<file path="src/rtl/spt_pkg.sv">
`timescale 1ns / 1ps
package spt_pkg;

  localparam int MAX_VERTICES_DEF = 16;
  localparam int MAX_EDGES_DEF    = 32;

  localparam int IDX_W      = 4;
  localparam int WEIGHT_W   = 16;
  localparam int DIST_W     = 20;
  localparam int VC_W       = 5;
  localparam int OP_W       = 2;
  localparam int IN_DATA_W  = 32;
  localparam int OUT_DATA_W = 32;

  localparam logic [DIST_W-1:0] DIST_MAX = {DIST_W{1'b1}};
  localparam logic [VC_W-1:0]   VC_RESET = VC_W'(16);

  localparam logic [OP_W-1:0] OP_ADD   = 2'd0;
  localparam logic [OP_W-1:0] OP_SOLVE = 2'd1;
  localparam logic [OP_W-1:0] OP_CLEAR = 2'd2;

  typedef struct packed {
    logic add;
    logic clear;
    logic init;
    logic scan_rd;
    logic pick;
    logic edge_chk;
    logic edge_upd;
    logic out_rd;
    logic out_ld;
    logic out_next;
  } dp_cmd_t;

  typedef struct packed {
    logic start_ok;
    logic scan_last;
    logic found;
    logic edge_empty;
    logic edge_last;
    logic out_last;
    logic out_taken;
  } dp_stat_t;

endpackage

</file>
<file path="src/rtl/spt_ram.sv">
`timescale 1ns / 1ps
module spt_ram #(
  parameter int WIDTH  = 8,
  parameter int DEPTH  = 16,
  parameter int ADDR_W = (DEPTH > 1) ? $clog2(DEPTH) : 1
) (
  input  logic              clk_i,
  input  logic              we_i,
  input  logic [ADDR_W-1:0] waddr_i,
  input  logic [WIDTH-1:0]  wdata_i,
  input  logic [ADDR_W-1:0] raddr_i,
  output logic [WIDTH-1:0]  rdata_o
);

  logic [WIDTH-1:0] mem_q [DEPTH];
  logic [WIDTH-1:0] rdata_q;

  always_ff @(posedge clk_i) begin
    if (we_i) begin
      mem_q[waddr_i] <= wdata_i;
    end
    rdata_q <= mem_q[raddr_i];
  end

  assign rdata_o = rdata_q;

endmodule

</file>
<file path="src/rtl/spt_ctrl.sv">
`timescale 1ns / 1ps
module spt_ctrl (
  input  logic                      clk_i,
  input  logic                      rst_ni,
  input  logic                      in_valid_i,
  output logic                      in_ready_o,
  input  logic [spt_pkg::OP_W-1:0]  op_i,
  input  spt_pkg::dp_stat_t         stat_i,
  output spt_pkg::dp_cmd_t          cmd_o
);
  import spt_pkg::*;

  localparam logic [3:0] S_IDLE     = 4'd0;
  localparam logic [3:0] S_SCAN     = 4'd1;
  localparam logic [3:0] S_SCAN_END = 4'd2;
  localparam logic [3:0] S_PICK     = 4'd3;
  localparam logic [3:0] S_EDGE_RD  = 4'd4;
  localparam logic [3:0] S_EDGE_CHK = 4'd5;
  localparam logic [3:0] S_EDGE_UPD = 4'd6;
  localparam logic [3:0] S_OUT_RD   = 4'd7;
  localparam logic [3:0] S_OUT_LD   = 4'd8;
  localparam logic [3:0] S_OUT_HOLD = 4'd9;

  logic [3:0] state_q, state_d;

  always_comb begin
    state_d    = state_q;
    cmd_o      = '0;
    in_ready_o = 1'b0;
    unique case (state_q)
      S_IDLE: begin
        in_ready_o = 1'b1;
        if (in_valid_i) begin
          unique case (op_i)
            OP_ADD:   cmd_o.add = 1'b1;
            OP_CLEAR: cmd_o.clear = 1'b1;
            OP_SOLVE: begin
              cmd_o.init = 1'b1;
              state_d    = stat_i.start_ok ? S_SCAN : S_OUT_RD;
            end
            default: ;
          endcase
        end
      end
      S_SCAN: begin
        cmd_o.scan_rd = 1'b1;
        if (stat_i.scan_last) begin
          state_d = S_SCAN_END;
        end
      end
      S_SCAN_END: state_d = S_PICK;
      S_PICK: begin
        cmd_o.pick = 1'b1;
        if (!stat_i.found) begin
          state_d = S_OUT_RD;
        end else if (stat_i.edge_empty) begin
          state_d = S_SCAN;
        end else begin
          state_d = S_EDGE_RD;
        end
      end
      S_EDGE_RD: state_d = S_EDGE_CHK;
      S_EDGE_CHK: begin
        cmd_o.edge_chk = 1'b1;
        state_d        = S_EDGE_UPD;
      end
      S_EDGE_UPD: begin
        // next edge read overlaps this update
        cmd_o.edge_upd = 1'b1;
        state_d        = stat_i.edge_last ? S_SCAN : S_EDGE_CHK;
      end
      S_OUT_RD: begin
        cmd_o.out_rd = 1'b1;
        state_d      = S_OUT_LD;
      end
      S_OUT_LD: begin
        cmd_o.out_ld = 1'b1;
        state_d      = S_OUT_HOLD;
      end
      S_OUT_HOLD: begin
        if (stat_i.out_taken) begin
          cmd_o.out_next = 1'b1;
          state_d        = stat_i.out_last ? S_IDLE : S_OUT_RD;
        end
      end
      default: state_d = S_IDLE;
    endcase
  end

  always_ff @(posedge clk_i or negedge rst_ni) begin
    if (!rst_ni) begin
      state_q <= S_IDLE;
    end else begin
      state_q <= state_d;
    end
  end

  assert property (@(posedge clk_i) disable iff (!rst_ni)
    (state_q == S_EDGE_UPD && stat_i.edge_last) |=> (state_q == S_SCAN))
    else $error("edge pass did not return to the vertex scan");

endmodule

</file>
<file path="src/rtl/spt_dp.sv">
`timescale 1ns / 1ps
module spt_dp #(
  parameter int MAX_VERTICES = spt_pkg::MAX_VERTICES_DEF,
  parameter int MAX_EDGES    = spt_pkg::MAX_EDGES_DEF
) (
  input  logic                          clk_i,
  input  logic                          rst_ni,
  input  logic                          cfg_we_i,
  input  logic [spt_pkg::VC_W-1:0]      cfg_wdata_i,
  input  logic [spt_pkg::IDX_W-1:0]     end_a_i,
  input  logic [spt_pkg::IDX_W-1:0]     end_b_i,
  input  logic [spt_pkg::WEIGHT_W-1:0]  edge_weight_i,
  input  logic [spt_pkg::IDX_W-1:0]     start_vertex_i,
  input  spt_pkg::dp_cmd_t              cmd_i,
  output spt_pkg::dp_stat_t             stat_o,
  output logic                          out_valid_o,
  input  logic                          out_ready_i,
  output logic [spt_pkg::IDX_W-1:0]     vertex_index_o,
  output logic [spt_pkg::DIST_W-1:0]    distance_o,
  output logic                          reachable_o,
  output logic [spt_pkg::IDX_W-1:0]     parent_vertex_o,
  output logic                          has_parent_o,
  output logic                          edges_dropped_o,
  output logic                          last_o
);
  import spt_pkg::*;

  localparam int VAW = $clog2(MAX_VERTICES);
  localparam int NW  = $clog2(MAX_VERTICES + 1);
  localparam int XW  = (NW > IDX_W) ? NW : IDX_W;
  localparam int EAW = (MAX_EDGES > 1) ? $clog2(MAX_EDGES) : 1;
  localparam int ECW = $clog2(MAX_EDGES + 1);
  localparam int EW  = WEIGHT_W + 2 * IDX_W;
  localparam int DW  = DIST_W + VAW;

  // configuration and edge table bookkeeping
  logic [VC_W-1:0] vc_q;
  logic [ECW-1:0]  ecnt_q;
  logic            dropped_q;

  // per-solve vertex flags
  logic [MAX_VERTICES-1:0] dvalid_q, pvalid_q, visited_q;

  // sequencing counters
  logic [VAW-1:0] i_q, vo_q;
  logic [EAW-1:0] e_q;

  // scan compare stage and current best
  logic              cmp_vld_q;
  logic [VAW-1:0]    cmp_idx_q;
  logic              found_q;
  logic [VAW-1:0]    best_q;
  logic [DIST_W-1:0] best_d_q;

  // relax stage
  logic                hit_q;
  logic [VAW-1:0]      rv_q;
  logic [WEIGHT_W-1:0] rw_q;

  // output register
  logic              out_valid_q;
  logic [IDX_W-1:0]  vi_q;
  logic [DIST_W-1:0] dist_out_q;
  logic              reach_q;
  logic [IDX_W-1:0]  par_q;
  logic              hasp_q;
  logic              drop_out_q;
  logic              last_q;

  logic [NW-1:0]     n_w;
  logic              start_ok_w;
  logic [VAW-1:0]    start_idx_w;
  logic              table_full_w;
  logic [EW-1:0]     erd_w;
  logic [IDX_W-1:0]  ea_w, eb_w;
  logic              in_range_w, hit_w;
  logic [VAW-1:0]    vsel_w;
  logic              dwe_w;
  logic [VAW-1:0]    dwaddr_w, draddr_w;
  logic [DW-1:0]     dwdata_w, drd_w;
  logic [DIST_W-1:0] cur_d_w;
  logic [VAW-1:0]    cur_p_w;
  logic [DIST_W:0]   sum_w;
  logic [DIST_W-1:0] nd_w;
  logic              take_w, cand_w, out_last_w;

  always_comb begin
    if (vc_q == '0) begin
      n_w = NW'(1);
    end else if (int'(vc_q) > MAX_VERTICES) begin
      n_w = NW'(MAX_VERTICES);
    end else begin
      n_w = NW'(vc_q);
    end
  end

  assign start_ok_w   = XW'(start_vertex_i) < XW'(n_w);
  assign start_idx_w  = VAW'(start_vertex_i);
  assign table_full_w = (ecnt_q == ECW'(MAX_EDGES));

  spt_ram #(
    .WIDTH (EW),
    .DEPTH (MAX_EDGES)
  ) u_edge_ram (
    .clk_i   (clk_i),
    .we_i    (cmd_i.add && !table_full_w),
    .waddr_i (ecnt_q[EAW-1:0]),
    .wdata_i ({edge_weight_i, end_b_i, end_a_i}),
    .raddr_i (cmd_i.edge_upd ? (e_q + EAW'(1)) : e_q),
    .rdata_o (erd_w)
  );

  assign ea_w       = erd_w[IDX_W-1:0];
  assign eb_w       = erd_w[2*IDX_W-1:IDX_W];
  assign in_range_w = (XW'(ea_w) < XW'(n_w)) && (XW'(eb_w) < XW'(n_w));

  // pick the far end of an edge that touches the vertex just visited
  always_comb begin
    hit_w  = 1'b0;
    vsel_w = VAW'(eb_w);
    if (in_range_w) begin
      if (VAW'(ea_w) == best_q) begin
        hit_w  = 1'b1;
        vsel_w = VAW'(eb_w);
      end else if (VAW'(eb_w) == best_q) begin
        hit_w  = 1'b1;
        vsel_w = VAW'(ea_w);
      end
    end
  end

  assign cur_d_w = drd_w[DIST_W-1:0];
  assign cur_p_w = drd_w[DW-1:DIST_W];
  assign sum_w   = {1'b0, best_d_q} + (DIST_W + 1)'(rw_q);
  assign nd_w    = sum_w[DIST_W] ? DIST_MAX : sum_w[DIST_W-1:0];

  assign take_w = cmd_i.edge_upd && hit_q && !visited_q[rv_q] &&
                  (!dvalid_q[rv_q] || (nd_w < cur_d_w) ||
                   ((nd_w == cur_d_w) && pvalid_q[rv_q] && (best_q < cur_p_w)));

  assign cand_w = cmp_vld_q && dvalid_q[cmp_idx_q] && !visited_q[cmp_idx_q] &&
                  (!found_q || (cur_d_w < best_d_q));

  assign dwe_w    = (cmd_i.init && start_ok_w) || take_w;
  assign dwaddr_w = cmd_i.init ? start_idx_w : rv_q;
  assign dwdata_w = cmd_i.init ? {VAW'(0), DIST_W'(0)} : {best_q, nd_w};
  assign draddr_w = cmd_i.edge_chk ? vsel_w : (cmd_i.out_rd ? vo_q : i_q);

  spt_ram #(
    .WIDTH (DW),
    .DEPTH (MAX_VERTICES)
  ) u_dist_ram (
    .clk_i   (clk_i),
    .we_i    (dwe_w),
    .waddr_i (dwaddr_w),
    .wdata_i (dwdata_w),
    .raddr_i (draddr_w),
    .rdata_o (drd_w)
  );

  assign out_last_w = (NW'(vo_q) == (n_w - NW'(1)));

  always_ff @(posedge clk_i or negedge rst_ni) begin
    if (!rst_ni) begin
      vc_q        <= VC_RESET;
      ecnt_q      <= '0;
      dropped_q   <= 1'b0;
      dvalid_q    <= '0;
      pvalid_q    <= '0;
      visited_q   <= '0;
      i_q         <= '0;
      vo_q        <= '0;
      e_q         <= '0;
      cmp_vld_q   <= 1'b0;
      found_q     <= 1'b0;
      out_valid_q <= 1'b0;
    end else begin
      if (cfg_we_i) begin
        vc_q <= cfg_wdata_i;
      end
      if (cmd_i.add) begin
        if (table_full_w) begin
          dropped_q <= 1'b1;
        end else begin
          ecnt_q <= ecnt_q + ECW'(1);
        end
      end
      if (cmd_i.clear) begin
        ecnt_q    <= '0;
        dropped_q <= 1'b0;
      end
      cmp_vld_q <= cmd_i.scan_rd;
      if (cmd_i.scan_rd) begin
        i_q <= i_q + VAW'(1);
      end
      if (cand_w) begin
        found_q <= 1'b1;
      end
      if (cmd_i.init) begin
        dvalid_q  <= start_ok_w ? (MAX_VERTICES'(1) << start_idx_w) : '0;
        pvalid_q  <= '0;
        visited_q <= '0;
        i_q       <= '0;
        vo_q      <= '0;
        found_q   <= 1'b0;
      end
      if (cmd_i.pick) begin
        if (found_q) begin
          visited_q[best_q] <= 1'b1;
        end
        i_q     <= '0;
        vo_q    <= '0;
        e_q     <= '0;
        found_q <= 1'b0;
      end
      if (cmd_i.edge_upd) begin
        e_q <= e_q + EAW'(1);
      end
      if (take_w) begin
        dvalid_q[rv_q] <= 1'b1;
        pvalid_q[rv_q] <= 1'b1;
      end
      if (cmd_i.out_ld) begin
        out_valid_q <= 1'b1;
      end else if (out_valid_q && out_ready_i) begin
        out_valid_q <= 1'b0;
      end
      if (cmd_i.out_next) begin
        vo_q <= vo_q + VAW'(1);
      end
    end
  end

  always_ff @(posedge clk_i) begin
    if (cmd_i.scan_rd) begin
      cmp_idx_q <= i_q;
    end
    if (cand_w) begin
      best_q   <= cmp_idx_q;
      best_d_q <= cur_d_w;
    end
    if (cmd_i.edge_chk) begin
      hit_q <= hit_w;
      rv_q  <= vsel_w;
      rw_q  <= erd_w[EW-1:2*IDX_W];
    end
    if (cmd_i.out_ld) begin
      vi_q       <= IDX_W'(vo_q);
      dist_out_q <= dvalid_q[vo_q] ? cur_d_w : '0;
      reach_q    <= dvalid_q[vo_q];
      par_q      <= pvalid_q[vo_q] ? IDX_W'(cur_p_w) : '0;
      hasp_q     <= pvalid_q[vo_q];
      drop_out_q <= dropped_q;
      last_q     <= out_last_w;
    end
  end

  assign stat_o.start_ok   = start_ok_w;
  assign stat_o.scan_last  = (NW'(i_q) == (n_w - NW'(1)));
  assign stat_o.found      = found_q;
  assign stat_o.edge_empty = (ecnt_q == '0);
  assign stat_o.edge_last  = (ECW'(e_q) == (ecnt_q - ECW'(1)));
  assign stat_o.out_last   = out_last_w;
  assign stat_o.out_taken  = out_valid_q && out_ready_i;

  assign out_valid_o     = out_valid_q;
  assign vertex_index_o  = vi_q;
  assign distance_o      = dist_out_q;
  assign reachable_o     = reach_q;
  assign parent_vertex_o = par_q;
  assign has_parent_o    = hasp_q;
  assign edges_dropped_o = drop_out_q;
  assign last_o          = last_q;

  assert property (@(posedge clk_i) disable iff (!rst_ni)
    (visited_q & ~dvalid_q) == '0)
    else $error("visited vertex without a distance");

  assert property (@(posedge clk_i) disable iff (!rst_ni)
    (pvalid_q & ~dvalid_q) == '0)
    else $error("parent set on a vertex without a distance");

  assert property (@(posedge clk_i) disable iff (!rst_ni)
    (cmd_i.pick && found_q) |=> visited_q[$past(best_q)])
    else $error("picked vertex not marked visited");

  assert property (@(posedge clk_i) disable iff (!rst_ni)
    take_w |=> (dvalid_q[$past(rv_q)] && pvalid_q[$past(rv_q)]))
    else $error("relaxed vertex lost its distance or parent");

endmodule

</file>
<file path="src/rtl/shortest_path_tree_solver_top.sv">
`timescale 1ns / 1ps
// Channel   Dir  Handshake                   Payload
// s_axis    in   s_axis_tvalid/tready        tuser: op; tdata: end_a, end_b, edge_weight,
//                                            start_vertex
// m_axis    out  m_axis_tvalid/tready        tdata: vertex_index, distance, reachable,
//                                            parent_vertex, has_parent, edges_dropped; tlast
// cfg       in   cfg_we_i                    cfg_wdata_i: vertex_count
//
// A solve of n vertices and E stored edges runs up to n + 1 rounds (vertex scan, one dist
// RAM read per vertex, then pick); a round that visits a vertex with E > 0 adds an edge pass
// (edge RAM read overlapped with the dist RAM read-modify-write), then one result row per
// vertex is sent on m_axis, each row held until it is taken.
// rst_ni clears the edge count, dropped flag and vertex flags; vertex_count resets to 16.
// s_axis_tready is low from a solve's acceptance until its last row is taken.
module shortest_path_tree_solver_top #(
  parameter int MAX_VERTICES = spt_pkg::MAX_VERTICES_DEF,
  parameter int MAX_EDGES    = spt_pkg::MAX_EDGES_DEF
) (
  input  logic                              clk_i,
  input  logic                              rst_ni,
  input  logic                              cfg_we_i,
  input  logic [spt_pkg::VC_W-1:0]          cfg_wdata_i,
  input  logic                              s_axis_tvalid,
  output logic                              s_axis_tready,
  // end_a[3:0], end_b[7:4], edge_weight[23:8], start_vertex[27:24], zero fill
  input  logic [spt_pkg::IN_DATA_W-1:0]     s_axis_tdata,
  // op[1:0]
  input  logic [spt_pkg::OP_W-1:0]          s_axis_tuser,
  output logic                              m_axis_tvalid,
  input  logic                              m_axis_tready,
  // vertex_index[3:0], distance[23:4], reachable[24], parent_vertex[28:25],
  // has_parent[29], edges_dropped[30], zero fill
  output logic [spt_pkg::OUT_DATA_W-1:0]    m_axis_tdata,
  output logic                              m_axis_tlast
);
  import spt_pkg::*;

  dp_cmd_t  cmd;
  dp_stat_t stat;

  logic [IDX_W-1:0]  vertex_index;
  logic [DIST_W-1:0] distance;
  logic              reachable;
  logic [IDX_W-1:0]  parent_vertex;
  logic              has_parent;
  logic              edges_dropped;

  spt_ctrl u_ctrl (
    .clk_i      (clk_i),
    .rst_ni     (rst_ni),
    .in_valid_i (s_axis_tvalid),
    .in_ready_o (s_axis_tready),
    .op_i       (s_axis_tuser),
    .stat_i     (stat),
    .cmd_o      (cmd)
  );

  spt_dp #(
    .MAX_VERTICES (MAX_VERTICES),
    .MAX_EDGES    (MAX_EDGES)
  ) u_dp (
    .clk_i           (clk_i),
    .rst_ni          (rst_ni),
    .cfg_we_i        (cfg_we_i),
    .cfg_wdata_i     (cfg_wdata_i),
    .end_a_i         (s_axis_tdata[3:0]),
    .end_b_i         (s_axis_tdata[7:4]),
    .edge_weight_i   (s_axis_tdata[23:8]),
    .start_vertex_i  (s_axis_tdata[27:24]),
    .cmd_i           (cmd),
    .stat_o          (stat),
    .out_valid_o     (m_axis_tvalid),
    .out_ready_i     (m_axis_tready),
    .vertex_index_o  (vertex_index),
    .distance_o      (distance),
    .reachable_o     (reachable),
    .parent_vertex_o (parent_vertex),
    .has_parent_o    (has_parent),
    .edges_dropped_o (edges_dropped),
    .last_o          (m_axis_tlast)
  );

  assign m_axis_tdata = {1'b0, edges_dropped, has_parent, parent_vertex, reachable,
                         distance, vertex_index};

endmodule
</file>
<file path="config.mk">
export PLATFORM = sky130hd
export DESIGN_NAME = shortest_path_tree_solver_top
export DESIGN_NICKNAME = d
export VERILOG_FILES = /design/src/rtl/spt_pkg.sv /design/src/rtl/spt_ram.sv /design/src/rtl/spt_ctrl.sv /design/src/rtl/spt_dp.sv /design/src/rtl/shortest_path_tree_solver_top.sv
export SDC_FILE = /design/constraint.sdc
export NUM_CORES = 2
export LEC_CHECK = 0
export BUFFER_PORTS_ARGS = -buffer_cell sky130_fd_sc_hd__clkbuf_2
export CELL_PAD_IN_SITES_DETAIL_PLACEMENT = 1
export CELL_PAD_IN_SITES_GLOBAL_PLACEMENT = 2
export CORE_MARGIN = 5
export CORE_UTILIZATION = 48
export CTS_BUF_LIST = sky130_fd_sc_hd__clkbuf_16
export DETAILED_ROUTE_END_ITERATION = 10
export PLACE_DENSITY_LB_ADDON = 0.1
export SYNTH_ARGS = -nofsm -noshare
export SYNTH_HDL_FRONTEND = slang
export SYNTH_HIERARCHICAL = 1
export SYNTH_SLANG_ARGS = --single-unit
</file>
<file path="constraint.sdc">
create_clock -name clk_i -period 7.3 [get_ports clk_i]
set_input_delay 0.73 -clock clk_i [delete_from_list [all_inputs] [get_ports clk_i]]
set_output_delay 0.73 -clock clk_i [all_outputs]
set_load 0.005 [all_outputs]
</file>
==> metrics <==
min Tclk post-route 6520 ps; fin. max-slew vios 0; Pwr Density 251 nW/µm²; CTS Buf Count between 100 and 150; RR Endpoint u_dp/u_dist_ram/mem_q[0][12]; area growth from synthesis to layout 11.9%; Max FO, Critical Path 33; Worst Setup SP u_dp/best_d_q[0]; Lkg Pwr just over 20 nW; Slew @ Worst Pin 1170 ps; postcts setup bufs 0; drt first pass iters 7; CP required about 7700 ps; FP Rows 125; Longest Clk Path Bufs 3; sequential fraction of the synthesis area 71.5%; crit path DAT 6900 ps; share of cells above drive strength 1 16.2%; vias in the first global route 32262; max-cap violation count 0; crit path kind reg2reg; Syn Inst Count 3353; Final Cell Area approximately 63000 µm²; largest net degree at the start of global routing 97; commonest non-fill, non-tap cell in the layout edfxtp_1; hold-fix buffers at CTS 0; pre-CTS setup slack 721 ps; slew margin rel. 22.0%; cell area after synthesis 55900 µm²; Syn Nets 3473; ys async rst share 5.88%; endpoints failing hold 0; Vias 30247; setup TNS 0 ps; startpoint types flop; largest family of logic cells by synthesized area multiplexers; post_cts resized 0; Post-DP HPWL 84100 µm; outcome complete, no violations; ant diodes 0; peak supply drop roughly 0.22 mV; final worst slack 777 ps; skew final 30.7 ps; Synth Area in XOR/XNOR 0.674%; port bufs 73; global route total overflow 0; Final Wtd Congestion ~0.83; reg-to-reg startpoint u_dp/best_d_q[0]; clk_lat worst skew 740 ps; H-tree levels 4; cells on worst reg2reg path 19; endpoint class of the critical path flop; GRT Total Usage between 20% and 30%; CTS tree yes; Setup violations, final 0; Synth Area per Inst 16.7 µm²; total wire length approximately 140000 µm; Remaining DRCs 0; io pins 79; count of cell types in the netlist 90; synth warn 6; crit path to u_dp/u_dist_ram/mem_q[0][12]; Synth Area in Compound Gates roughly 6.3%; fin nets between 3000 and 4000; die width 351 µm; Top FF cell, synth edfxtp_1; f_max 153 MHz; first-pass GRT wire length 210000 µm; EDFF count, synth 1233; synthesized flop and latch total 1361; most frequent cells in the layout 1233 x edfxtp_1, 392 x mux2i_1, 159 x nand2_1; post-synthesis adder-cell area fraction 1.71%; Worst Hold Class in2async; DP Area 58100 µm²; die height 351 µm; clock sink count 1361; Iteration-0 DRC Markers 1998; Synth Area in Simple Gates 5.14%; core area 116000 µm²; DR WL/cell 27.5 µm; Tot Pwr 15.7 mW; Clk pin slew, worst setup/hold paths 60 ps; initial antenna violation count 2; RSZ-0062 raised after global routing no; root buffer cell clkbuf_16; mux contribution to synthesized area 12.1%; r2r setup slk 780 ps; Tcrit/Tclk final 89.4%; post-route ant nets 0; Initial Utilization about half; die area 123000 µm²; Via density 5.91
## layer usage
| metal | part of all wire (%) | GRT usage (%) | vias up |
|---|---|---|---|
| met5 | 0 | 0 | - |
| met4 | 2.0 | 5.60 | 0 |
| met3 | 3.6 | 2.98 | 186 |
| met2 | 52 | 41.4 | 641 |
| met1 | 42 | 29.6 | 15971 |
| li1 | - | - | 13449 |
## how the worst min path moves through the flow
| stage | from | slack [ps] | end |
|---|---|---|---|
| floorplan | u_dp/u_edge_ram/rdata_o[8] | 390 | u_dp/rw_q[0] |
| global placement | u_dp/u_edge_ram/rdata_o[13] | 410 | u_dp/rw_q[5] |
| detailed placement | u_dp/u_edge_ram/rdata_o[13] | 410 | u_dp/rw_q[5] |
| CTS | cfg_wdata_i[1] | 170 | u_dp/vc_q[1] |
| global route | cfg_wdata_i[3] | 200 | u_dp/vc_q[3] |
| finish | rst_ni | 170 | u_dp/e_q[4] |
## cell usage after synthesis, types with 9 or more instances
library cell | n | share of area, %
nor2b_1 | 21 | 0.24
inv_1 | 81 | 0.54
and2_1 | 35 | 0.39
o22ai_1 | 11 | 0.12
a21oi_1 | 123 | 1.1
nand2_1 | 159 | 1.1
nor3b_1 | 10 | 0.13
a31oi_1 | 46 | 0.51
buf_4 | 24 | 0.32
dfxtp_1 | 48 | 1.7
dfrtp_1 | 79 | 3.5
o2bb2ai_1 | 9 | 0.14
mux4_2 | 121 | 4.9
xnor2_1 | 28 | 0.44
clkbuf_1 | 69 | 0.46
a211oi_1 | 17 | 0.23
edfxtp_1 | 1233 | 66
nor3_1 | 51 | 0.46
a21o_1 | 14 | 0.19
a22oi_1 | 123 | 1.7
o31ai_1 | 17 | 0.23
buf_1 | 13 | 0.087
nor2_1 | 94 | 0.63
buf_6 | 32 | 0.64
xor2_1 | 15 | 0.24
mux2i_1 | 392 | 7.0
buf_2 | 49 | 0.44
ha_1 | 75 | 1.7
nand3_1 | 96 | 0.86
o21ai_0 | 29 | 0.26
a22o_1 | 49 | 0.77
or3_1 | 9 | 0.10
nand3b_1 | 11 | 0.15
nand4_1 | 17 | 0.19
o32ai_1 | 15 | 0.24
nand2b_1 | 22 | 0.25
## per-stage QoR
| step | instances | util (%) | hold WS (ps) |
|---|---|---|---|
| floorplan | 3353 | - | 386 |
| detailed placement | 4850 | 50.1 | 406 |
| finish | 5114 | 53.9 | 173 |
| CTS | 5114 | 53.9 | 173 |
| global placement | 4850 | 50.1 | 413 |
| global route | 5114 | 53.9 | 201 |
## power breakdown
part	total [mW]	leakage, nW	switching (mW)	internal (mW)
Sequential	8.51	12.2	0.0348	8.47
Clock	6.87	2.32	2.93	3.94
Combinational	0.296	5.71	0.193	0.103
Total	15.7	20.2	3.16	12.5
## critical path, stage by stage (launching register included)
cell and delay, ps:
edfxtp_1 400, ha_1 260, fa_1 440, a211oi_1 420
o21ai_1 200, a21oi_1 280, a21o_1 340, or2_1 190
buf_4 270, nand4_1 150, ha_1 320, nand3_1 80
nand2_1 50, a211o_1 290, a311oi_1 390, a31oi_4 440
o21ai_1 520, or3b_2 570, nor3_2 140, buf_4 420
## layout make-up
| class | count | area (µm²) |
|---|---|---|
| sequential | 1361 | 40000 |
| fill | 10556 | 53400 |
| clock inverter | 113 | 678 |
| tap | 1524 | 1910 |
| inverter | 84 | 323 |
| multi-input combinational | 1720 | 14700 |
| clock buffer | 151 | 3780 |
| timing repair buffer | 161 | 1130 |
## registers in the layout (all words and copies together) (netlist names), 5 cells and up
name / flops
u_dp/u_dist_ram/mem_q: 384
u_dp/u_edge_ram/mem_q: 768
u_dp/best_d_q: 20
u_dp/dvalid_q: 16
u_dp/u_dist_ram/rdata_o: 24
u_dp/distance_o: 20
u_dp/e_q: 5
u_dp/vc_q: 5
u_dp/visited_q: 16
u_dp/pvalid_q: 16
u_dp/ecnt_q: 6
u_dp/u_edge_ram/rdata_o: 24
u_dp/rw_q: 16
## logic make-up after synthesis
kind of cell / count (synthesis)
XOR/XNOR: 43
other: 1
buffers and inverters: 272
AND/OR/NAND/NOR: 570
adder cells (fa/ha/maj): 76
flip-flops: 1361
AO/OA/AOI/OAI: 508
multiplexers: 522
(Power assumes the default switching activity.)
